## src/rtl/ica_pkg.sv

```systemverilog
// Shared types, constants and helper functions of the IMU complementary attitude filter.
// Used by every module in rtl; depends on nothing else.
`timescale 1ns / 1ps
package ica_pkg;

  localparam int unsigned AngleFracBits = 24;
  localparam int unsigned AngW = 36;
  localparam int unsigned DivSteps = 30;

  // Configuration register indexes.
  localparam logic [2:0] CfgGyroXOffset = 3'd0;
  localparam logic [2:0] CfgGyroYOffset = 3'd1;
  localparam logic [2:0] CfgGyroZOffset = 3'd2;
  localparam logic [2:0] CfgPitchTrim   = 3'd3;
  localparam logic [2:0] CfgRollTrim    = 3'd4;

  localparam logic signed [31:0] PitchTrimReset = 32'sd35232154;
  localparam logic signed [31:0] RollTrimReset  = 32'sd68786586;

  localparam logic signed [31:0] RateK  = 32'sd67180160;
  localparam logic signed [31:0] YawK   = 32'sd1172079;
  localparam logic signed [31:0] DegK   = 32'sd60079210;
  localparam logic signed [31:0] BlendK = 32'sd429497;
  localparam logic signed [31:0] LpK    = 32'sd107374182;
  localparam logic signed [31:0] Div20K = 32'sd13421773;
  localparam logic signed [31:0] Div6K  = 32'sd44739243;
  localparam logic signed [33:0] HalfPi = 34'sd1686629713;
  localparam logic signed [29:0] Q28One = 30'sd268435456;
  localparam logic [30:0]        Q30One = 31'd1073741824;

  localparam logic [61:0] MagTopBit  = 62'd1 << 30;
  localparam logic [61:0] AsinTopBit = 62'd1 << 60;

  typedef struct packed {
    logic signed [15:0] ax;
    logic signed [15:0] ay;
    logic signed [15:0] az;
    logic signed [16:0] dx;
    logic signed [16:0] dy;
    logic signed [16:0] dz;
    logic signed [31:0] pitch_trim;
    logic signed [31:0] roll_trim;
    logic               acc_zero;
  } ica_item_t;

  typedef enum logic [5:0] {
    ST_IDLE, ST_INC_P, ST_INC_R, ST_YAW, ST_X, ST_XX, ST_X2, ST_D20, ST_U, ST_XU,
    ST_V, ST_D6, ST_V6, ST_XS, ST_S, ST_PS, ST_PSU, ST_RS, ST_RSU, ST_SQY, ST_SQZ,
    ST_SQS, ST_MAG, ST_MAGW, ST_ANG, ST_DIV, ST_ROOT, ST_ROOTW, ST_PM, ST_PA, ST_SP,
    ST_R, ST_DEG, ST_DEGU, ST_TRIM, ST_BLEND, ST_BP, ST_BR, ST_LP, ST_LPP, ST_LPR,
    ST_OUT
  } ica_state_e;

  // Round to nearest, ties away from zero, after an arithmetic right shift.
  function automatic logic signed [69:0] rnd_shift(input logic signed [69:0] v,
                                                   input int unsigned s);
    logic [69:0] m;
    m = v[69] ? 70'(-v) : 70'(v);
    m = (m + (70'd1 << (s - 1))) >> s;
    return v[69] ? $signed(70'(-m)) : $signed(m);
  endfunction

  function automatic logic signed [35:0] sat36(input logic signed [39:0] v);
    logic signed [39:0] hi;
    logic signed [39:0] lo;
    hi = 40'sd34359738367;
    lo = -40'sd34359738368;
    if (v > hi) return 36'(hi);
    if (v < lo) return 36'(lo);
    return 36'(v);
  endfunction

  // Abramowitz-Stegun 4.4.46 coefficients, Q30.
  function automatic logic signed [31:0] asin_coef(input logic [2:0] i);
    logic signed [31:0] c;
    case (i)
      3'd0: c = 32'sd1686629690;
      3'd1: c = -32'sd230423709;
      3'd2: c = 32'sd95540460;
      3'd3: c = -32'sd53874249;
      3'd4: c = 32'sd33169905;
      3'd5: c = -32'sd18348235;
      3'd6: c = 32'sd7161955;
      3'd7: c = -32'sd1355589;
      default: c = '0;
    endcase
    return c;
  endfunction

endpackage

```

## src/rtl/ica_front.sv

```systemverilog
// Front end: configuration registers, input handshake, offset correction and a two-entry queue.
// Depends on ica_pkg.
`timescale 1ns / 1ps
module ica_front import ica_pkg::*; (
  input  logic               clk_i,
  input  logic               rst_ni,
  input  logic               cfg_we_i,
  input  logic [2:0]         cfg_idx_i,
  input  logic [31:0]        cfg_data_i,
  input  logic               in_valid_i,
  output logic               in_stall_o,
  input  logic signed [15:0] accel_x_i,
  input  logic signed [15:0] accel_y_i,
  input  logic signed [15:0] accel_z_i,
  input  logic signed [15:0] rate_x_i,
  input  logic signed [15:0] rate_y_i,
  input  logic signed [15:0] rate_z_i,
  output logic               q_valid_o,
  output ica_item_t          q_item_o,
  input  logic               q_pop_i
);

  logic signed [15:0] off_x_q, off_y_q, off_z_q;
  logic signed [31:0] pitch_trim_q, roll_trim_q;
  ica_item_t          mem_q [2];
  logic               wr_ptr_q, rd_ptr_q;
  logic [1:0]         cnt_q;
  logic               push;
  ica_item_t          item;

  always_ff @(posedge clk_i or negedge rst_ni) begin
    if (!rst_ni) begin
      off_x_q      <= '0;
      off_y_q      <= '0;
      off_z_q      <= '0;
      pitch_trim_q <= PitchTrimReset;
      roll_trim_q  <= RollTrimReset;
    end else if (cfg_we_i) begin
      case (cfg_idx_i)
        CfgGyroXOffset: off_x_q <= cfg_data_i[15:0];
        CfgGyroYOffset: off_y_q <= cfg_data_i[15:0];
        CfgGyroZOffset: off_z_q <= cfg_data_i[15:0];
        CfgPitchTrim:   pitch_trim_q <= cfg_data_i;
        CfgRollTrim:    roll_trim_q <= cfg_data_i;
        default: ;
      endcase
    end
  end

  // Each beat is classified here: a zero accel vector skips the angle work later.
  always_comb begin
    item.ax         = accel_x_i;
    item.ay         = accel_y_i;
    item.az         = accel_z_i;
    item.dx         = $signed({rate_x_i[15], rate_x_i}) - $signed({off_x_q[15], off_x_q});
    item.dy         = $signed({rate_y_i[15], rate_y_i}) - $signed({off_y_q[15], off_y_q});
    item.dz         = $signed({rate_z_i[15], rate_z_i}) - $signed({off_z_q[15], off_z_q});
    item.pitch_trim = pitch_trim_q;
    item.roll_trim  = roll_trim_q;
    item.acc_zero   = (accel_x_i == '0) && (accel_y_i == '0) && (accel_z_i == '0);
  end

  assign in_stall_o = cnt_q[1];
  assign push       = in_valid_i && !in_stall_o;
  assign q_valid_o  = cnt_q != 2'd0;
  assign q_item_o   = mem_q[rd_ptr_q];

  always_ff @(posedge clk_i) begin
    if (push) mem_q[wr_ptr_q] <= item;
  end

  always_ff @(posedge clk_i or negedge rst_ni) begin
    if (!rst_ni) begin
      wr_ptr_q <= 1'b0;
      rd_ptr_q <= 1'b0;
      cnt_q    <= 2'd0;
    end else begin
      if (push) wr_ptr_q <= !wr_ptr_q;
      if (q_pop_i) rd_ptr_q <= !rd_ptr_q;
      cnt_q <= cnt_q + 2'(push) - 2'(q_pop_i);
    end
  end

endmodule

```

## config.mk

```make
export PLATFORM = sky130hd
export DESIGN_NAME = ica_front
export DESIGN_NICKNAME = d
export VERILOG_FILES = /design/src/rtl/ica_pkg.sv /design/src/rtl/ica_front.sv
export SDC_FILE = /design/constraint.sdc
export NUM_CORES = 1
export LEC_CHECK = 0
export ABC_AREA = 1
export BUFFER_PORTS_ARGS = -buffer_cell sky130_fd_sc_hd__buf_2
export CORE_ASPECT_RATIO = 1.4
export CORE_MARGIN = 10
export CORE_UTILIZATION = 61
export DETAILED_ROUTE_END_ITERATION = 7
export GPL_ROUTABILITY_DRIVEN = 0
export MAX_ROUTING_LAYER = met4
export PLACE_DENSITY = 0.88
export SETUP_SLACK_MARGIN = 0.5
export SYNTH_ARGS = -nofsm -noshare
export SYNTH_HDL_FRONTEND = slang
export SYNTH_SLANG_ARGS = --single-unit
```

## constraint.sdc

```tcl
create_clock -name clk_i -period 16.6 [get_ports clk_i]
set_clock_uncertainty 0.2 [all_clocks]
set_input_delay 1.66 -clock clk_i [delete_from_list [all_inputs] [get_ports clk_i]]
set_output_delay 1.66 -clock clk_i [all_outputs]
set_load 0.005 [all_outputs]
```

==> results.toml <==
[drt]
drtIter0Drc = 946
vias_per_cell = 5.436
route.met3.wl_mm = 3.134
route.vias.total = 12791
top_layer = "met4"
wire_per_inst_microns = 19.88
drc = 0
firstDrtPassIters = 7
ant_nets = 0
wl_met1_mm = 16.94
met2WireLength_mm = 23.90
wirelength_mm = 46.78

[sta]
final_hold_viol_count = 0
fin_tns_setup_ns = 0
setup-violations-final = 0
period_share_pct = 31.43
slew-limit-headroom_pct = 26.01
timing.fmax_mhz = 191.7
rsz0062_at_grt = "no"
worst_pin_slew_ns = 1.110
fin_crit_ns = 5.217
drv_slew = 0
worst_slack_ns = 11.38

[logic_synthesis]
syn-mean-instance-area_sq_um = 12.03
synthTopCellsByArea = "edfxtp_1 (51%), dfrtp_1 (12%), mux2_2 (9.6%)"
yosysMostFrequentCell = "nand2_1"
ys_ff_latch = 444
ys_seq_area_share_pct = 66.18
synth_commonest_cells = "nand2_1 (397), edfxtp_1 (328), inv_1 (230), mux2_2 (164), o21ai_0 (110)"
syn_nets = 1795
yosysTopAreaCell = "edfxtp_1"
synth_edf_count = 328
synth_cells = 1606
syn-cell-area_sq_um = 19310
ys.flop_type = "edfxtp_1"
synth_top_area_share_pct = 51.00
async_flop_share_pct = 26.13
yosysWarnings = 0
yosysUniqueCellTypes = 24

[placed_design]
port_buffers = 301
place_area_sq_um = 21230
dp.cells = 2272
dp_hpwl_mm = 33.18
post-place-ws_ns = 12.01

[grt]
grtUsageTotal_pct = 24.25
grt_pass1_wl_mm = 71.40
grt_pass1_vias = 13121
overflow = 0
antenna_found_initial = 4
grt_max_degree = 92

[worst_setup_path]
cpMaxStageDelayCell = "dfrtp_4"
worstPathRequired_ns = 14.74
cp-start-kind = "flop"
criticalPathCategory = "flop to primary output"
cp.arrival_ns = 3.36
path_cells = "buf_4 -> mux2_2 -> buf_2"
cp_slowest_stage_delay_ns = 1.14
end_kind = "primary output"
critical_path.max_fanout = 91

[cts]
cts_tree = "built"
cts.sinks = 444
cts_root_buffer = "clkbuf_16"
h-tree-depth = 2
cts_buffers = 41
cts.path.max_buffers = 3
post_cts_buffers = 0
hold_buffers = 0
cts_resized = 0
clkTransAtPathRegs_ns = 0.06
worstSkewPairLatency_ns = 0.54

[flow_run]
drv_cap = 0

[layout]
fillers = 2066
area_growth_pct = 16.85
multiInputGateArea_sq_um = 5507
layout-drive-gt1-share_pct = 29.13
instances_no_fill = 2353
seq_area_sq_um = 12790
fin_nets = 2109
design_area_sq_um = 22570

[die]
io_pins = 302
coreArea_sq_um = 31410
start_util_pct = 61.49
fp.dieH_microns = 230.5
die-area_sq_um = 39280
rows = 77
die_x_microns = 170.4

[worst_hold_path]
hold_class = "flop to flop"

[power_and_ir_drop]
ir_worst_vdd_uv = 104.1
power_density_nw_per_um2 = 154.9
p_leak_nw = 10.06

[outcome]
outcome = "finished, final reports clean"
[power by group]
part           switching (mW)  internal [mW]  leakage (nW)
logic                   0.520          0.429          4.97
registers               0.127           1.50          4.44
clock network           0.395          0.528         0.646
[sequential cells by signal (all words and copies together) (netlist names), 2 cells and up]
name          count
mem_q           328
pitch_trim_q     32
roll_trim_q      32
off_x_q          16
off_y_q          16
off_z_q          16
cnt_q             2
[metal layers]
metal / track usage [%] / vias to the layer above
met5: - / -
met2: 40.81 / 560
met3: 4.099 / 154
met4: 14.87 / 0
li1: - / 6023
met1: 26.36 / 6054
[cells in the final DEF, fill, tap and decap left out, drive strengths merged]
cell,synthesis,final
nor2,49,49
nand2,397,397
nand3,36,36
edfxtp,328,328
o21ai,112,112
a21oi,30,30
inv,230,232
dfstp,24,24
nor4,2,2
xor2,17,17
bufinv,0,1
mux2,164,164
fa,3,3
nor3,12,12
xnor2,8,8
clkinv,0,7
dfrtp,92,92
nand4,5,5
or2,5,5
clkinvlp,0,2
buf,24,310
ha,50,50
nand3b,3,3
diode,0,5
clkbuf,15,64
[final cells by class]
cell class / count / area share [%]
sequential: 444 / 56.66
multi-input combinational: 893 / 24.40
timing repair buffer: 310 / 6.986
clock buffer: 64 / 5.433
inverter: 230 / 3.825
tap: 395 / 2.190
clock inverter: 12 / 0.4546
antenna: 5 / 0.05544
[cells by family (layout without fill, tap and decap cells)]
| group | after synthesis | after routing | share of synthesized area, % |
|---|---|---|---|
| other | 0 | 5 | 0 |
| multiplexers | 164 | 164 | 9.562 |
| buffers and inverters | 269 | 616 | 5.384 |
| AND/OR/NAND/NOR | 509 | 509 | 10.51 |
| XOR/XNOR | 25 | 25 | 1.134 |
| AO/OA/AOI/OAI | 142 | 142 | 3.680 |
| adder cells (fa/ha/maj) | 53 | 53 | 3.550 |
| flip-flops | 444 | 444 | 66.18 |
[path summary, 6_finish.rpt]
check                                startpoint                to  slack [ns]  depth (start not counted)
worst max-delay path                   rd_ptr_q      q_item_o[36]       11.38                          3
worst min-delay path            roll_trim_q[18]      mem_q[0][19]        0.27                          0
worst max register to register         cnt_q[1]      mem_q[1][41]       13.76                          4
max in group asynchronous                rst_ni          rd_ptr_q       13.81                          2
min in group asynchronous                rst_ni  pitch_trim_q[26]        1.03                          1
worst min register to register  roll_trim_q[18]      mem_q[0][19]        0.27                          0
[worst max-delay path: cells and delay by family (launching register included)]
kind	cells	cell delay (ns)
mux	1	0.44
flops	1	1.14
buf+inv	2	1.12
[stage by stage]
stage                     utilization [%]  total power [mW]  hold WS, ns
final                               71.85             3.496       0.2734
after floorplan                         -             2.240       0.2424
after CTS                           71.82             3.521       0.2703
after global placement              67.58             2.541       0.2484
after detailed placement            67.58             2.592       0.2550
after global routing                71.85             3.677       0.2841
(Power assumes the default switching activity.)
